===== config.mk =====
export PLATFORM = sky130hd
export DESIGN_NAME = avc_sps_resolution_parser_core_flat
export DESIGN_NICKNAME = d
export VERILOG_FILES = /design/src/hdl/avc_sps_pkg.sv /design/src/hdl/avc_sps_if.sv /design/src/hdl/avc_sps_walker.sv /design/src/hdl/avc_sps_resolution_parser_core.sv /design/src/flat_wrapper.sv
export SDC_FILE = /design/constraint.sdc
export NUM_CORES = 1
export LEC_CHECK = 0
export ABC_CLOCK_PERIOD_IN_PS = 11600
export BUFFER_PORTS_ARGS = -buffer_cell sky130_fd_sc_hd__buf_2
export CORE_MARGIN = 3
export CORE_UTILIZATION = 50
export DETAILED_ROUTE_END_ITERATION = 8
export MAX_ROUTING_LAYER = met4
export PLACE_DENSITY_LB_ADDON = 0.1
export SETUP_SLACK_MARGIN = 0.2
export SYNTH_ARGS = -nofsm -noshare
export SYNTH_HDL_FRONTEND = slang
export SYNTH_HIERARCHICAL = 1
export SYNTH_SLANG_ARGS = --single-unit

===== constraint.sdc =====
create_clock -name clk -period 11.6 [get_ports clk]
set_clock_uncertainty 0.05 [all_clocks]
set_input_delay 1.16 -clock clk [delete_from_list [all_inputs] [get_ports clk]]
set_output_delay 1.16 -clock clk [all_outputs]
set_load 0.05 [all_outputs]

===== src/hdl/avc_sps_pkg.sv =====
// ----------------------------------------------------------------------------
// avc_sps_pkg
// Shared types and constants of the SPS resolution parser.
// ----------------------------------------------------------------------------
package avc_sps_pkg;

  localparam int DEF_MAX_DIM_CODE_BITS = 16;

  localparam logic [1:0] ST_OK    = 2'd0;
  localparam logic [1:0] ST_TRUNC = 2'd1;
  localparam logic [1:0] ST_LONG  = 2'd2;

  typedef struct packed {
    logic [7:0] sps_byte;
    logic       last_byte;
  } in_word_t;

  typedef struct packed {
    logic [20:0] pic_width;
    logic [21:0] pic_height;
    logic [1:0]  parse_status;
  } out_word_t;

  // status of one parse, handed from the bit walker to the byte sequencer
  typedef struct packed {
    logic        done;
    logic [1:0]  err;
    logic [20:0] width;
    logic [16:0] hunits;
    logic        field;
  } parse_stat_t;

endpackage


===== src/hdl/avc_sps_if.sv =====
// ----------------------------------------------------------------------------
// avc_sps_in_if / avc_sps_out_if
// Valid/ready channels for SPS bytes and parse results.
// ----------------------------------------------------------------------------
interface avc_sps_in_if;
  logic       valid;
  logic       ready;
  logic [7:0] sps_byte;
  logic       last_byte;
  modport source (output valid, sps_byte, last_byte, input ready);
  modport sink (input valid, sps_byte, last_byte, output ready);
endinterface

interface avc_sps_out_if;
  logic        valid;
  logic        ready;
  logic [20:0] pic_width;
  logic [21:0] pic_height;
  logic [1:0]  parse_status;
  modport source (output valid, pic_width, pic_height, parse_status, input ready);
  modport sink (input valid, pic_width, pic_height, parse_status, output ready);
endinterface


===== src/hdl/avc_sps_walker.sv =====
// ----------------------------------------------------------------------------
// avc_sps_walker
// Bit-serial SPS syntax walker with one shared exp-Golomb decoder.
// ----------------------------------------------------------------------------
module avc_sps_walker #(
  parameter int MAX_DIM_CODE_BITS = avc_sps_pkg::DEF_MAX_DIM_CODE_BITS
) (
  input  logic                     clk,
  input  logic                     rst,
  input  logic                     clear,
  input  logic                     bit_en,
  input  logic                     bit_in,
  output avc_sps_pkg::parse_stat_t stat
);
  import avc_sps_pkg::*;

  localparam logic [4:0] S_HDR = 5'd0, S_PROFILE = 5'd1, S_SKIP16 = 5'd2,
    S_SPS_ID = 5'd3, S_CHROMA = 5'd4, S_SEP_PLANE = 5'd5, S_DEPTH_L = 5'd6,
    S_DEPTH_C = 5'd7, S_BYPASS = 5'd8, S_MATRIX = 5'd9, S_LIST_FLAG = 5'd10,
    S_LIST_DELTA = 5'd11, S_LOG2FN = 5'd12, S_POC_TYPE = 5'd13,
    S_POC_LSB = 5'd14, S_ALWAYS_ZERO = 5'd15, S_OFF_NONREF = 5'd16,
    S_OFF_TB = 5'd17, S_NUM_CYCLE = 5'd18, S_REF_OFF = 5'd19,
    S_NUM_REF = 5'd20, S_GAPS = 5'd21, S_WIDTH = 5'd22, S_HEIGHT = 5'd23,
    S_FRAME_MBS = 5'd24, S_DONE = 5'd25;
  localparam logic [4:0] DIM_LIMIT = 5'(MAX_DIM_CODE_BITS);

  logic [4:0]  syntax_step, syntax_step_next;
  logic [4:0]  bit_counter, bit_counter_next;
  logic [4:0]  golomb_zero_count, golomb_zero_count_next;
  logic [31:0] golomb_value, golomb_value_next;
  logic [7:0]  profile_code, profile_code_next;
  logic [2:0]  list_index, list_index_next;
  logic [6:0]  list_entry_count, list_entry_count_next;
  logic [7:0]  last_scale_value, last_scale_value_next;
  logic [31:0] ref_offset_remaining, ref_offset_remaining_next;
  logic [20:0] width_result, width_result_next;
  logic [16:0] height_units, height_units_next;
  logic        field_coded, field_coded_next;
  logic        finished_flag, finished_flag_next;
  logic [1:0]  error_code, error_code_next;

  // shared decoder outputs
  logic        g_done;
  logic [31:0] g_val;
  logic        g_fail;
  logic [4:0]  g_limit;
  logic        is_golomb;

  always_comb begin
    g_done = 1'b0;
    g_val = '0;
    g_fail = 1'b0;
    golomb_value_next = golomb_value;
    golomb_zero_count_next = golomb_zero_count;
    g_limit = (syntax_step == S_WIDTH || syntax_step == S_HEIGHT) ? DIM_LIMIT : 5'd31;
    if (golomb_value == '0) begin
      if (!bit_in) begin
        if (golomb_zero_count >= g_limit) g_fail = 1'b1;
        else golomb_zero_count_next = golomb_zero_count + 5'd1;
      end else if (golomb_zero_count == '0) begin
        g_done = 1'b1;
      end else begin
        golomb_value_next = 32'd1;
      end
    end else begin
      golomb_value_next = {golomb_value[30:0], bit_in};
      if (bit_counter == 5'd1) begin
        g_done = 1'b1;
        g_val = {golomb_value[30:0], bit_in} - 32'd1;
        golomb_value_next = '0;
        golomb_zero_count_next = '0;
      end
    end
  end

  logic [7:0] delta8, scale_sum;
  logic       list_end;
  logic [6:0] list_len;

  always_comb begin
    delta8 = g_val[0] ? 8'(g_val[8:1] + 8'd1) : 8'(8'd0 - g_val[8:1]);
    scale_sum = last_scale_value + delta8;
    list_len = (list_index < 3'd6) ? 7'd16 : 7'd64;
  end

  always_comb begin
    syntax_step_next = syntax_step;
    bit_counter_next = bit_counter;
    profile_code_next = profile_code;
    list_index_next = list_index;
    list_entry_count_next = list_entry_count;
    last_scale_value_next = last_scale_value;
    ref_offset_remaining_next = ref_offset_remaining;
    width_result_next = width_result;
    height_units_next = height_units;
    field_coded_next = field_coded;
    finished_flag_next = finished_flag;
    error_code_next = error_code;
    is_golomb = 1'b0;
    list_end = 1'b0;
    unique case (syntax_step)
      S_HDR, S_PROFILE, S_SKIP16: begin
        if (syntax_step == S_PROFILE) profile_code_next = {profile_code[6:0], bit_in};
        bit_counter_next = bit_counter + 5'd1;
        if (bit_counter_next >= ((syntax_step == S_SKIP16) ? 5'd16 : 5'd8)) begin
          bit_counter_next = '0;
          syntax_step_next = syntax_step + 5'd1;
        end
      end
      S_SPS_ID: begin
        is_golomb = 1'b1;
        if (g_done)
          syntax_step_next = (profile_code == 8'd100 || profile_code == 8'd110 ||
                              profile_code == 8'd122 || profile_code == 8'd144)
                             ? S_CHROMA : S_LOG2FN;
      end
      S_CHROMA: begin
        is_golomb = 1'b1;
        if (g_done) syntax_step_next = (g_val == 32'd3) ? S_SEP_PLANE : S_DEPTH_L;
      end
      S_SEP_PLANE: syntax_step_next = S_DEPTH_L;
      S_DEPTH_L, S_DEPTH_C, S_OFF_NONREF, S_OFF_TB: begin
        is_golomb = 1'b1;
        if (g_done) syntax_step_next = syntax_step + 5'd1;
      end
      S_BYPASS: syntax_step_next = S_MATRIX;
      S_MATRIX: begin
        list_index_next = '0;
        syntax_step_next = bit_in ? S_LIST_FLAG : S_LOG2FN;
      end
      S_LIST_FLAG: begin
        if (bit_in) begin
          last_scale_value_next = 8'd8;
          list_entry_count_next = '0;
          syntax_step_next = S_LIST_DELTA;
        end else list_end = 1'b1;
      end
      S_LIST_DELTA: begin
        is_golomb = 1'b1;
        if (g_done) begin
          if (scale_sum != '0) last_scale_value_next = scale_sum;
          list_entry_count_next = list_entry_count + 7'd1;
          if (scale_sum == '0 || list_entry_count_next >= list_len) list_end = 1'b1;
        end
      end
      S_LOG2FN: begin
        is_golomb = 1'b1;
        if (g_done) syntax_step_next = S_POC_TYPE;
      end
      S_POC_TYPE: begin
        is_golomb = 1'b1;
        if (g_done)
          syntax_step_next = (g_val == 32'd0) ? S_POC_LSB :
                             (g_val == 32'd1) ? S_ALWAYS_ZERO : S_NUM_REF;
      end
      S_POC_LSB: begin
        is_golomb = 1'b1;
        if (g_done) syntax_step_next = S_NUM_REF;
      end
      S_ALWAYS_ZERO: syntax_step_next = S_OFF_NONREF;
      S_NUM_CYCLE: begin
        is_golomb = 1'b1;
        if (g_done) begin
          ref_offset_remaining_next = g_val;
          syntax_step_next = (g_val == '0) ? S_NUM_REF : S_REF_OFF;
        end
      end
      S_REF_OFF: begin
        is_golomb = 1'b1;
        if (g_done) begin
          ref_offset_remaining_next = ref_offset_remaining - 32'd1;
          if (ref_offset_remaining == 32'd1) syntax_step_next = S_NUM_REF;
        end
      end
      S_NUM_REF: begin
        is_golomb = 1'b1;
        if (g_done) syntax_step_next = S_GAPS;
      end
      S_GAPS: syntax_step_next = S_WIDTH;
      S_WIDTH, S_HEIGHT: begin
        is_golomb = 1'b1;
        if (g_done) begin
          if (g_val > 32'd65535) begin
            error_code_next = ST_LONG;
            finished_flag_next = 1'b1;
          end else if (syntax_step == S_WIDTH) begin
            width_result_next = {g_val[16:0] + 17'd1, 4'd0};
            syntax_step_next = S_HEIGHT;
          end else begin
            height_units_next = g_val[16:0] + 17'd1;
            syntax_step_next = S_FRAME_MBS;
          end
        end
      end
      S_FRAME_MBS: begin
        field_coded_next = !bit_in;
        finished_flag_next = 1'b1;
        syntax_step_next = S_DONE;
      end
      default: finished_flag_next = 1'b1;
    endcase
    if (list_end) begin
      if (list_index == 3'd7) begin
        list_index_next = '0;
        syntax_step_next = S_LOG2FN;
      end else begin
        list_index_next = list_index + 3'd1;
        syntax_step_next = S_LIST_FLAG;
      end
    end
    if (is_golomb) begin
      if (g_fail) begin
        error_code_next = ST_LONG;
        finished_flag_next = 1'b1;
      end else if (golomb_value == '0 && bit_in && golomb_zero_count != '0)
        bit_counter_next = golomb_zero_count;
      else if (golomb_value != '0)
        bit_counter_next = bit_counter - 5'd1;
    end
  end

  always_ff @(posedge clk) begin
    if (rst || clear) begin
      syntax_step <= S_HDR;
      bit_counter <= '0;
      golomb_zero_count <= '0;
      golomb_value <= '0;
      profile_code <= '0;
      list_index <= '0;
      list_entry_count <= '0;
      last_scale_value <= 8'd8;
      ref_offset_remaining <= '0;
      width_result <= '0;
      height_units <= '0;
      field_coded <= 1'b0;
      finished_flag <= 1'b0;
      error_code <= '0;
    end else if (bit_en && !finished_flag) begin
      syntax_step <= syntax_step_next;
      bit_counter <= bit_counter_next;
      if (is_golomb) begin
        golomb_zero_count <= golomb_zero_count_next;
        golomb_value <= golomb_value_next;
      end
      profile_code <= profile_code_next;
      list_index <= list_index_next;
      list_entry_count <= list_entry_count_next;
      last_scale_value <= last_scale_value_next;
      ref_offset_remaining <= ref_offset_remaining_next;
      width_result <= width_result_next;
      height_units <= height_units_next;
      field_coded <= field_coded_next;
      finished_flag <= finished_flag_next;
      error_code <= error_code_next;
    end
  end

  assign stat.done = finished_flag && syntax_step == S_DONE;
  assign stat.err = error_code;
  assign stat.width = width_result;
  assign stat.hunits = height_units;
  assign stat.field = field_coded;

  a_err_finish: assert property (@(posedge clk) disable iff (rst)
    error_code != '0 |-> finished_flag) else $error("error without finish");
  a_done_ok: assert property (@(posedge clk) disable iff (rst)
    syntax_step == S_DONE |-> finished_flag) else $error("done without finish");
  a_frozen: assert property (@(posedge clk) disable iff (rst)
    finished_flag && !clear && !$past(rst) |=> $stable(syntax_step))
    else $error("walker advanced after finish");
endmodule


===== src/hdl/avc_sps_resolution_parser_core.sv =====
// ----------------------------------------------------------------------------
// avc_sps_resolution_parser_core
// Byte-in, result-out shell around the bit-serial SPS walker.
// ----------------------------------------------------------------------------
// Usage: feed the bytes of one SPS NAL unit on in_ch, header byte first, and
// mark the final byte with last_byte. Each byte is shifted into the walker one
// bit per cycle, and ready is low while a byte is being shifted; the
// shift register of this shell sets this rate. After a byte with
// last_byte set, one word comes out on out_ch: width, height and status
// (0 ok, 1 truncated, 2 code too long), the sizes zero unless ok. The result
// passes through the emit flag into an output register and waits there; the
// next unit's bytes are taken while it waits, but a further result cannot be
// formed until that word leaves, so a stalled receiver stalls the input at
// the next last byte. Reset empties the output and returns the walker to the
// start of a NAL unit.
// ----------------------------------------------------------------------------
module avc_sps_resolution_parser_core #(
  parameter int MAX_DIM_CODE_BITS = avc_sps_pkg::DEF_MAX_DIM_CODE_BITS
) (
  input  logic          clk,
  input  logic          rst,
  avc_sps_in_if.sink    in_ch,
  avc_sps_out_if.source out_ch
);
  import avc_sps_pkg::*;

  logic       busy;
  logic [2:0] bit_idx;
  logic [7:0] shreg;
  logic       is_last;
  logic       emit;
  logic       clear;
  parse_stat_t stat;
  out_word_t  res;

  assign in_ch.ready = !busy && !emit;
  assign clear = emit && !(out_ch.valid && !out_ch.ready);

  avc_sps_walker #(.MAX_DIM_CODE_BITS(MAX_DIM_CODE_BITS)) u_walker (
    .clk(clk), .rst(rst), .clear(clear), .bit_en(busy),
    .bit_in(shreg[7]), .stat(stat)
  );

  always_comb begin
    res = '0;
    if (stat.err != '0) res.parse_status = stat.err;
    else if (stat.done) begin
      res.pic_width = stat.width;
      res.pic_height = stat.field ? {stat.hunits, 5'd0} : {1'b0, stat.hunits, 4'd0};
    end else res.parse_status = ST_TRUNC;
  end

  always_ff @(posedge clk) begin
    if (rst) begin
      busy <= 1'b0;
      bit_idx <= '0;
      emit <= 1'b0;
      is_last <= 1'b0;
      out_ch.valid <= 1'b0;
    end else begin
      if (clear) out_ch.valid <= 1'b1;
      else if (out_ch.valid && out_ch.ready) out_ch.valid <= 1'b0;
      if (in_ch.valid && in_ch.ready) begin
        busy <= 1'b1;
        bit_idx <= '0;
        shreg <= in_ch.sps_byte;
        is_last <= in_ch.last_byte;
      end else if (busy) begin
        shreg <= {shreg[6:0], 1'b0};
        bit_idx <= bit_idx + 3'd1;
        if (bit_idx == 3'd7) begin
          busy <= 1'b0;
          emit <= is_last;
        end
      end
      if (clear) begin
        emit <= 1'b0;
        out_ch.pic_width <= res.pic_width;
        out_ch.pic_height <= res.pic_height;
        out_ch.parse_status <= res.parse_status;
      end
    end
  end

  a_no_overlap: assert property (@(posedge clk) disable iff (rst)
    busy |-> !in_ch.ready) else $error("accepted during byte");
  a_status_range: assert property (@(posedge clk) disable iff (rst)
    out_ch.valid |-> out_ch.parse_status != 2'd3) else $error("bad status");
  a_zero_on_err: assert property (@(posedge clk) disable iff (rst)
    out_ch.valid && out_ch.parse_status != ST_OK |-> out_ch.pic_width == '0)
    else $error("size on error");
endmodule


===== src/flat_wrapper.sv =====
// flat-port wrapper written by rule: the top's interface ports become plain ports
module avc_sps_resolution_parser_core_flat import avc_sps_pkg::*;
#(
  parameter int MAX_DIM_CODE_BITS = avc_sps_pkg::DEF_MAX_DIM_CODE_BITS
)
  (clk, rst, in_ch_valid, in_ch_sps_byte, in_ch_last_byte, in_ch_ready, out_ch_valid, out_ch_pic_width, out_ch_pic_height, out_ch_parse_status, out_ch_ready);
  avc_sps_in_if in_ch_i ();
  avc_sps_out_if out_ch_i ();
  input  logic clk;
  input  logic rst;
  input wire logic [$bits(in_ch_i.valid)-1:0] in_ch_valid;
  input wire logic [$bits(in_ch_i.sps_byte)-1:0] in_ch_sps_byte;
  input wire logic [$bits(in_ch_i.last_byte)-1:0] in_ch_last_byte;
  output wire logic [$bits(in_ch_i.ready)-1:0] in_ch_ready;
  output wire logic [$bits(out_ch_i.valid)-1:0] out_ch_valid;
  output wire logic [$bits(out_ch_i.pic_width)-1:0] out_ch_pic_width;
  output wire logic [$bits(out_ch_i.pic_height)-1:0] out_ch_pic_height;
  output wire logic [$bits(out_ch_i.parse_status)-1:0] out_ch_parse_status;
  input wire logic [$bits(out_ch_i.ready)-1:0] out_ch_ready;
  assign in_ch_i.valid = in_ch_valid;
  assign in_ch_i.sps_byte = in_ch_sps_byte;
  assign in_ch_i.last_byte = in_ch_last_byte;
  assign in_ch_ready = in_ch_i.ready;
  assign out_ch_valid = out_ch_i.valid;
  assign out_ch_pic_width = out_ch_i.pic_width;
  assign out_ch_pic_height = out_ch_i.pic_height;
  assign out_ch_parse_status = out_ch_i.parse_status;
  assign out_ch_i.ready = out_ch_ready;
  avc_sps_resolution_parser_core #(.MAX_DIM_CODE_BITS(MAX_DIM_CODE_BITS)) u_core (.clk(clk), .rst(rst), .in_ch(in_ch_i), .out_ch(out_ch_i));
endmodule

After elaboration in Yosys (flattened, before gate mapping):

Index checks and enable logic that the tools add are counted.

* register bits after elaboration: 199
* word-level logic and storage cells: 257

* add/sub/neg operators: 13
* $lt $le $gt $ge: 5
* eq/ne operators: 58
* muxes and demuxes: 89
* bitwise logic cells: 6
* reductions and logical operators: 61

Operators with widths (count)
* 32-bit two-way mux: 8
* 5-bit two-way mux: 28
* 5-bit case mux with 18 select lines: 1
* 32-bit by 1-bit == test with 1-bit output (second input constant): 2
* 32-bit logical NOT: 2
* 32-bit case mux with 2 select lines: 1
* 32-bit by 1-bit subtractor with 32-bit output (second input constant): 2
* 5-bit == test (second input constant): 10
* 8-bit two-way mux: 6
* 5-bit by 4-bit == test with 1-bit output (second input constant): 8
* 3-bit != test (second input constant): 13
* 32-bit by 2-bit == test with 1-bit output (second input constant): 1
* 32-bit by 16-bit > comparator with 1-bit output (second input constant): 1
* 32-bit nonzero test: 1
* 8-bit by 7-bit == test with 1-bit output (second input constant): 3
* 22-bit OR reduction: 1
* 1-bit two-way mux: 21
* 21-bit two-way mux: 1
* 7-bit two-way mux: 3
* 5-bit by 3-bit == test with 1-bit output (second input constant): 4
* 5-bit AND reduction: 4
* 19-bit nonzero test: 1
* 3-bit two-way mux: 6
* 17-bit by 1-bit adder with 17-bit output (second input constant): 1
* 39 further kinds: 103

Logic depth before layout (Yosys ltp):

Gate-level depths: netlist of run 1.

* depth in word-level cells: 13
* depth in mapped cells: 25
* gate-level depth less buffers: 22

Cells and area by module:

Netlist of run 1, hierarchy kept.

By module, submodules not included
* avc_sps_walker: instances 1, cells an instance 1308, area each 9803.2 µm²
* avc_sps_resolution_parser_core: instances 1, cells an instance 163, area each 2388.5 µm²

Least setup slack after synthesis of run 1:

No wires, ideal clock.

* path type: register to register
* start: reg u_core.u_walker.golomb_value[25]
* end: reg u_core.u_walker.syntax_step[2]
* setup time: 0.122 ns
* arrival: 5.143 ns
* path slack: 6.285 ns
* stages on the path, launching flop included: 23
* path buffers: 3
* clock period less this slack: 5.315 ns
* cell sequence: dfxtp_1 > buf_2 > or4_4 > nand4b_1 > o31ai_2 > clkbuf_1 > nor2_1 > ha_1 > nor2b_1 > nand3_1 > inv_1 > o21ai_0 > a21oi_1 > ha_1 > and3_1 > a221o_1 > o41ai_1 > xnor2_1 > xnor2_4 > a31o_1 > buf_4 > and2_1 > o311a_1

* cells in the longest elaborated chain, start to end: 12
* elaborated cells between the ends (all ways): 38

RTL lines
* from (decl): line avc_sps_walker.sv:30 `logic [31:0] golomb_value, golomb_value_next;`
* from (signal assigned): line avc_sps_walker.sv:243 `golomb_value <= golomb_value_next;`
* 32-bit logical NOT: line avc_sps_walker.sv:56 `if (golomb_value == '0) begin`
* 32-bit two-way mux: line avc_sps_walker.sv:56
* 1-bit by 8-bit subtractor with 8-bit output / 8-bit by 1-bit adder with 8-bit output (equally long branches): line avc_sps_walker.sv:81 `delta8 = g_val[0] ? 8'(g_val[8:1] + 8'd1) : 8'(8'd0 - g_val[8:1]);`
* 8-bit two-way mux: line avc_sps_walker.sv:81
* 8-bit adder: line avc_sps_walker.sv:82 `scale_sum = last_scale_value + delta8;`
* 8-bit logical NOT: line avc_sps_walker.sv:143 `if (scale_sum == '0 || list_entry_count_next >= list_len) list_end = 1'b1;`
* 1-bit logical OR: line avc_sps_walker.sv:143
* 1-bit two-way mux: line avc_sps_walker.sv:143
* 1-bit two-way mux: line avc_sps_walker.sv:140 `if (g_done) begin`
* 1-bit case mux with 2 select lines: line avc_sps_walker.sv:101 `unique case (syntax_step)`
* 19-bit nonzero test (no source line), or another cell as far along
* 16-bit AND reduction (no source line)
* to (signal assigned): line avc_sps_walker.sv:239 `syntax_step <= syntax_step_next;`
* to (decl): line avc_sps_walker.sv:27 `logic [4:0] syntax_step, syntax_step_next;`

Several ways; a longest one is shown, not always the timed one. The select of a mux whose other input is x is not followed.
A chain may end at the register's enable or synchronous reset.

Worst setup path in the final report of run 1:

* start: reg u_core.u_walker.bit_counter[0]
* end: reg u_core.u_walker.syntax_step[2]

* cells in the longest elaborated chain, start to end: 13
* elaborated cells between the ends (all ways): 40

RTL lines
* from (decl): line avc_sps_walker.sv:28 `logic [4:0] bit_counter, bit_counter_next;`
* from (signal assigned): line avc_sps_walker.sv:240 `bit_counter <= bit_counter_next;`
* 5-bit by 1-bit == test with 1-bit output: line avc_sps_walker.sv:67 `if (bit_counter == 5'd1) begin`
* 32-bit two-way mux: line avc_sps_walker.sv:67
* 32-bit two-way mux: line avc_sps_walker.sv:56
* 1-bit by 8-bit subtractor with 8-bit output / 8-bit by 1-bit adder with 8-bit output (equally long branches): line avc_sps_walker.sv:81
* 8-bit two-way mux: line avc_sps_walker.sv:81
* 8-bit adder: line avc_sps_walker.sv:82
* 8-bit logical NOT: line avc_sps_walker.sv:143
* 1-bit logical OR: line avc_sps_walker.sv:143
* 1-bit two-way mux: line avc_sps_walker.sv:143
* 1-bit two-way mux: line avc_sps_walker.sv:140
* 1-bit case mux with 2 select lines: line avc_sps_walker.sv:101
* 19-bit nonzero test (no source line), or another cell as far along
* 16-bit AND reduction (no source line)

Several ways; a longest one is shown, not always the timed one. The select of a mux whose other input is x is not followed.

==> run_results.csv, run 1 <==
group,metric,value,unit
clock_tree,clock-sinks,199,
global_routing,grt_use_total,0.236,
global_routing,grt_start_max_net_pins,79,
drt,wl,30.4,mm
timing,finalSetupViolCount,0,
drt,routedWlPerCell,17.1,um
finish,fillers,2273,
timing,slew_headroom,0.187,
synth,ys.flop_type,"dfxtp_1",
synth,yosysWarnings,6,
clock_tree,postCtsHoldBufs,0,
synth,synth_edf_count,49,
finish,nets,1503,
critical_path,crit_fanout,20,
critical_path,crit_type,"reg -> reg",
floorplan,chipWidth,162,um
clock_tree,cts_resized,0,
critical_path,timing.rr.end,"u_core/u_walker/syntax_step[2]",
critical_path,end_kind,"flop",
global_routing,grt_pass1_vias,9448,
timing,period_needed,5860,ps
timing,fmax,171,MHz
pwr,seqPwrFrac,0.444,
critical_path,crit_top_cell,"ha_1",
drt,drtIter0Drc,956,
min_path,hold_path_depth,2,
synth,synth-seq-cells,199,
finish,seqCellArea,4470,um^2
run,maxCapViolCount,0,
global_routing,gr-total-overflow,0,
clock_tree,cts_tree,"done",
pwr,p_clk_frac,0.384,
floorplan,rows,56,
critical_path,crit_path_max_incr_delay,670,ps
placed_design,place_inst,1750,
drt,drc,0,
drt,vias,10600,
floorplan,die_area,26300,um^2
floorplan,start_util,0.515,
floorplan,die_y,162,um
timing,tightest_slew,1220,ps
timing,hold_slack,397,ps
finish,multiInputGateArea,7080,um^2
global_routing,antenna_found_initial,0,
pwr,p_leak,0.00516,uW
critical_path,crit_required,11890,ps
timing,tns,0,ps
critical_path,timing.rr.start,"u_core/u_walker/bit_counter[0]",
synth,synthCells,1471,
clock_tree,clk_pin_slew,90,ps
pwr,peakVddDrop,94.4,uV
global_routing,grt_pass1_wl,49.6,mm
pwr,p_per_area,127,nW/um^2
critical_path,path_cells,"ha_1 > nor4b_1 > o31a_1 > buf_4 > o21ai_0 > inv_1 > ha_1 > nor2b_1 > nand3_1 > inv_1 > o21ai_0 > a21oi_1 > ha_1 > and3_1 > a221o_1 > o41ai_1 > xnor2_1 > xnor2_4 > a31o_1 > a21oi_1 > o311a_1",
clock_tree,htree_levels,4,
placed_design,place_congestion,0.966,
timing,slew_viol_final,0,
pwr,comb_power_share,0.173,
critical_path,r2r_setup_slack,5740,ps
finish,area_delta_synth_final,7.50,%
critical_path,arrival,6140,ps
timing,rsz0062_at_grt,"no",
timing,hold_viol,0,
clock_tree,cts_root_buffer,"clkbuf_16",
clock_tree,clk_latency,440,ps
outcome,status,"finished clean",
drt,via_per_inst,5.93,
critical_path,critPathSlowestCell,"nor4b_1",
critical_path,start_kind,"flop",
clock_tree,numCtsBuffers,17,
finish,layout-drive-gt1-share,0.0977,
placed_design,dp_hpwl,21.5,mm
min_path,min-delay-start,"u_core/u_walker/width_result[5]",
pwr,netSwitchingPower,521,uW
clock_tree,cts_setup_buffers,0,
pwr,p_int,1140,uW
critical_path,reg2reg_depth,21,
finish,instances_no_fill,1782,
finish,antenna_cells,0,
synth,ys_types,88,
timing,finalCritPeriodShare,0.505,
floorplan,core-area,23700,um^2
synth,syn_avg_cell_area,8.29,um^2
drt,dr.pass1.iters,6,
min_path,min_to,"u_core/u_walker/width_result[5]",
clock_tree,cts_buffer_depth,2,
synth,synthArstFlopShare,0,
placed_design,port_buffers,55,
drt,ant_nets,0,
synth,synth_area,12200,um^2
synth,synth.yosys.seq_area_share,0.367,
finish,fin_util,0.553,
floorplan,io_pins,60,
min_path,holdCritPathClass,"reg -> reg",
pwr,switching_share,0.314,
through the flow:
stage	cell area (um^2)	power [uW]	setup WS, ps
2_1_floorplan	12200	965	6290
3_3_place_gp	12500	1030	5960
3_5_place_dp	12500	1030	5840
4_1_cts	13100	1670	5800
5_1_grt	13100	1740	5320
6_report	13100	1660	5740
synth_stat cells, drive strengths merged (23+ instances only):
cell type	number	share of area
a21oi	108	0.044
a22oi	24	0.015
and2	27	0.014
buf	39	0.021
clkbuf	74	0.023
dfxtp	150	0.25
edfxtp	49	0.12
ha	39	0.040
inv	37	0.011
mux2i	66	0.054
nand2	116	0.036
nand3	67	0.028
nor2	184	0.057
nor3	53	0.023
nor4	23	0.013
o21ai	80	0.033
xnor2	33	0.025
xor2	26	0.019
placed cells by master (no fill, tap or decap), types with 7 or more instances in the layout:
master and count:
a211oi_1 13, a21o_1 10, a21oi_1 108, a22oi_1 24, a31oi_1 9, and2_1 27
and3_1 10, buf_2 55, buf_4 12, clkbuf_16 17, conb_1 8, dfxtp_1 150
edfxtp_1 49, ha_1 39, inv_1 37, mux2_4 7, mux2i_1 65, nand2_1 116
nand2b_1 22, nand3_1 67, nand3b_1 8, nand4_1 21, nor2_1 179, nor2b_1 17
nor3_1 49, nor3b_1 8, nor4_1 22, o21ai_0 74, o22ai_1 8, o31ai_1 10
o32ai_1 7, or2_2 7, or3_1 17, or4_1 14, xnor2_1 32, xor2_1 26
routing by layer:
metal	up-vias	global-route usage	wire length, um
li1	5245	-	-
met5	-	-	0
met2	325	0.354	13600
met1	4965	0.338	14700
met3	30	0.0337	1670
met4	0	0.0589	398
area by class of cell:
class                   count  area share
clock buffers              17      0.0325
clock inverters            15      0.0166
inverters                  39      0.0112
multi-input cells        1126       0.540
flip-flops and latches    199       0.341
well taps                 319      0.0305
repair buffers             67      0.0279
how the worst max path moves through the flow:
stage	start	to	slack [ps]	cells after the start
finish	u_core/u_walker/bit_counter[0]	u_core/u_walker/syntax_step[2]	5740	21
CTS	u_core/u_walker/bit_counter[0]	u_core/u_walker/syntax_step[2]	5800	21
floorplan	u_core/u_walker/golomb_value[25]	u_core/u_walker/syntax_step[2]	6290	22
detailed placement	u_core/u_walker/bit_counter[0]	u_core/u_walker/syntax_step[2]	5840	21
global route	u_core/u_walker/bit_counter[0]	u_core/u_walker/syntax_step[2]	5320	21
global placement	u_core/u_walker/bit_counter[0]	u_core/u_walker/syntax_step[2]	5960	21
power by group through the flow:
stage	Clock [uW]	Sequential [uW]	Combinational, uW
global placement	0	752	282
detailed placement	0	751	280
global route	684	739	314
CTS	655	735	281
finish	636	736	286
floorplan	0	742	223
state kept, by name, summed over array words and instances (netlist names), 5 cells and up:
signal / flops
u_core/u_walker/list_entry_count: 7
u_core/u_walker/golomb_value: 32
u_core/u_walker/ref_offset_remaining: 32
u_core/u_walker/last_scale_value: 8
u_core/u_walker/profile_code: 8
u_core/out_ch.pic_height: 18
u_core/u_walker/height_units: 17
u_core/shreg: 8
u_core/out_ch.pic_width: 21
u_core/u_walker/syntax_step: 5
u_core/u_walker/golomb_zero_count: 5
u_core/u_walker/bit_counter: 5
u_core/u_walker/width_result: 17
critical path: cells and delay by family (launching register included):
family	cells	cell delay, ps
flops	1	490
fa+ha+maj	3	700
compound gates	9	2270
simple gates	4	1240
buf+inv	3	530
xor+xnor	2	480
kinds of logic (layout without fill, tap and decap cells):
logic type      after synthesis  after routing  share of synthesized area
simple gates                615            615                      0.253
compound gates              331            331                      0.174
flops                       199            199                      0.367
buf+inv                     152            138                     0.0557
mux                          73             73                     0.0631
xor+xnor                     59             59                     0.0439
fa+ha+maj                    40             40                     0.0417
other cells                   2              8                   0.000616
Power figures use the tool's default switching activity.
==> run 2: changes to the inputs <==
--- a/config.mk
+++ b/config.mk
@@ -5,7 +5,7 @@
 export SDC_FILE = /design/constraint.sdc
 export NUM_CORES = 1
 export LEC_CHECK = 0
-export ABC_CLOCK_PERIOD_IN_PS = 11600
+export ABC_CLOCK_PERIOD_IN_PS = 4900
 export BUFFER_PORTS_ARGS = -buffer_cell sky130_fd_sc_hd__buf_2
 export CORE_MARGIN = 3
 export CORE_UTILIZATION = 50
==> constraint.sdc (replaced) <==
create_clock -name clk -period 4.9 [get_ports clk]
set_clock_uncertainty 0.05 [all_clocks]
set_input_delay 0.49 -clock clk [delete_from_list [all_inputs] [get_ports clk]]
set_output_delay 0.49 -clock clk [all_outputs]
set_load 0.05 [all_outputs]
==> run 2 against run 1 <==
Routed wire length rose by 3.5%. Setup slack lost 5600 ps. Final cell count up 4.4%. Via count rose by 3.6%. Critical path depth is 1 higher. Clock power up 130%. Maximum frequency grew 22%. Combinational power grew to 2.5 times the previous value. Sequential cell count unchanged.
==> run_results.csv, run 2 (synthesized netlist as in run 1, its figures left out) <==
group,metric,value,unit
timing,finalSetupViolCount,0,
critical_path,timing.rr.start,"u_core/u_walker/golomb_value[24]",
global_routing,grt_pass1_vias,9930,
placed_design,port_buffers,55,
critical_path,crit_required,5220,ps
global_routing,antenna_found_initial,1,
floorplan,rows,56,
placed_design,dp_hpwl,21.9,mm
timing,period_needed,4800,ps
min_path,holdCritPathClass,"in -> reg",
timing,hold_viol,0,
critical_path,crit_type,"reg -> reg",
min_path,min-delay-start,"in_ch_last_byte",
drt,drc,0,
timing,slew_headroom,0.200,
clock_tree,htree_levels,4,
clock_tree,cts_tree,"done",
timing,tns,0,ps
critical_path,crit_fanout,5,
floorplan,io_pins,60,
clock_tree,clk_pin_slew,90,ps
clock_tree,cts_root_buffer,"clkbuf_16",
placed_design,place_congestion,0.935,
global_routing,grt_use_total,0.243,
timing,tightest_slew,1200,ps
pwr,p_per_area,283,nW/um^2
timing,finalCritPeriodShare,0.980,
pwr,peakVddDrop,223,uV
finish,layout-drive-gt1-share,0.162,
clock_tree,postCtsHoldBufs,0,
placed_design,place_inst,1817,
finish,area_delta_synth_final,13.7,%
floorplan,die_y,162,um
drt,wl,31.5,mm
floorplan,core-area,23700,um^2
timing,fmax,208,MHz
finish,layout_commonest_cell,"nor2_1",
drt,via_per_inst,5.88,
critical_path,end_kind,"flop",
finish,instances_no_fill,1860,
timing,slew_viol_final,0,
drt,dr.pass1.iters,5,
finish,fillers,2211,
critical_path,start_kind,"flop",
drt,routedWlPerCell,16.9,um
global_routing,gr-total-overflow,0,
floorplan,die_area,26300,um^2
run,maxCapViolCount,0,
outcome,status,"finished clean",
placed_design,place_ws,-7.11,ps
placed_design,post_dp_cell_area,13000,um^2
critical_path,r2r_setup_slack,100,ps
timing,finalWorstSetupSlack,97.1,ps
pwr,fin_total_pwr,3930,uW
clock_tree,clock-sinks,199,
critical_path,arrival,5130,ps
pwr,p_leak,0.00558,uW
clock_tree,cts_buffer_depth,2,
drt,drtIter0Drc,1082,
finish,largestRegisters,"u_core/u_walker/golomb_value (32), u_core/u_walker/ref_offset_remaining (32), u_core/out_ch.pic_width (21)",
finish,design_area,13900,um^2
drt,ant_nets,0,
clock_tree,clk_latency,440,ps
critical_path,crit_start,"u_core/u_walker/golomb_value[24]",
finish,layout_common_cells,"nor2_1, dfxtp_1, nand2_1, a21oi_1, buf_4",
finish,nets,1580,
floorplan,start_util,0.515,
drt,vias,10900,
global_routing,grt_pass1_wl,51.2,mm
clock_tree,numCtsBuffers,17,
timing,rsz0062_at_grt,"yes",
floorplan,chipWidth,162,um
global_routing,grt_start_max_net_pins,81,
-- run 2: cell types whose count changed in the layout (fill, tap and decap cells not counted), sizes merged --
cell,previous run,this run
buf,67,144
bufinv,1,0
clkinv,9,10
diode,0,1
-- run 2: worst max-delay path, cell delays in order, from the launching register on --
cell and delay [ps]:
dfxtp_4 350, or4_4 540, nand4b_1 220, buf_4 180, o31ai_4 280, nor2_4 100, ha_4 170, nor2b_4 120
nand3_2 90, inv_1 50, o21ai_1 120, a21oi_1 90, ha_1 300, and3_1 160, a221o_1 350, buf_6 130
o41ai_4 250, xnor2_2 200, xnor2_4 160, buf_6 150, a31oi_4 110, or4_4 440, a21oi_2 120
-- run 2: final timing paths --
check / cells after the start / end
max: 22 / u_core/u_walker/list_index[0]
min: 3 / u_core/is_last
max reg2reg: 22 / u_core/u_walker/list_index[0]
min reg2reg: 2 / u_core/u_walker/width_result[5]
-- run 2: final cells by class --
type                    instances  area, um^2  share of cell area
multi-input cells            1126        7250               0.523
flip-flops and latches        199        4480               0.323
repair buffers                144         971              0.0700
clock buffers                  17         425              0.0307
well taps                     319         399              0.0288
clock inverters                15         193              0.0139
inverters                      39         146              0.0106
diodes                          1        2.50            0.000180
-- run 2: per-stage QoR --
stage          utilization  hold slack, ps
6_report             0.585             256
5_1_grt              0.585             258
4_1_cts              0.581             241
3_5_place_dp         0.550             393
3_3_place_gp         0.550             386
2_1_floorplan            -             377
-- run 2: repair_timing --
action	CTS	global route
setup buffers	7	3
pin swaps	14	16
setup endpoints to repair	15	16
gates cloned	0	0
gates resized for setup	11	19
-- run 2: power breakdown --
group / total [uW] / internal (uW) / switching [uW]
Combinational: 727 / 270 / 457
Clock: 1470 / 703 / 765
Sequential: 1730 / 1700 / 31.5
Total: 3930 / 2670 / 1250
-- run 2: layer usage --
| metal | wire length (um) | global-route usage | vias up | part of all wire |
|---|---|---|---|---|
| met3 | 1700 | 0.0301 | 49 | 0.054 |
| met4 | 690 | 0.0830 | 0 | 0.022 |
| li1 | - | - | 5394 | - |
| met5 | 0 | - | - | 0 |
| met2 | 13900 | 0.359 | 340 | 0.44 |
| met1 | 15200 | 0.344 | 5160 | 0.48 |
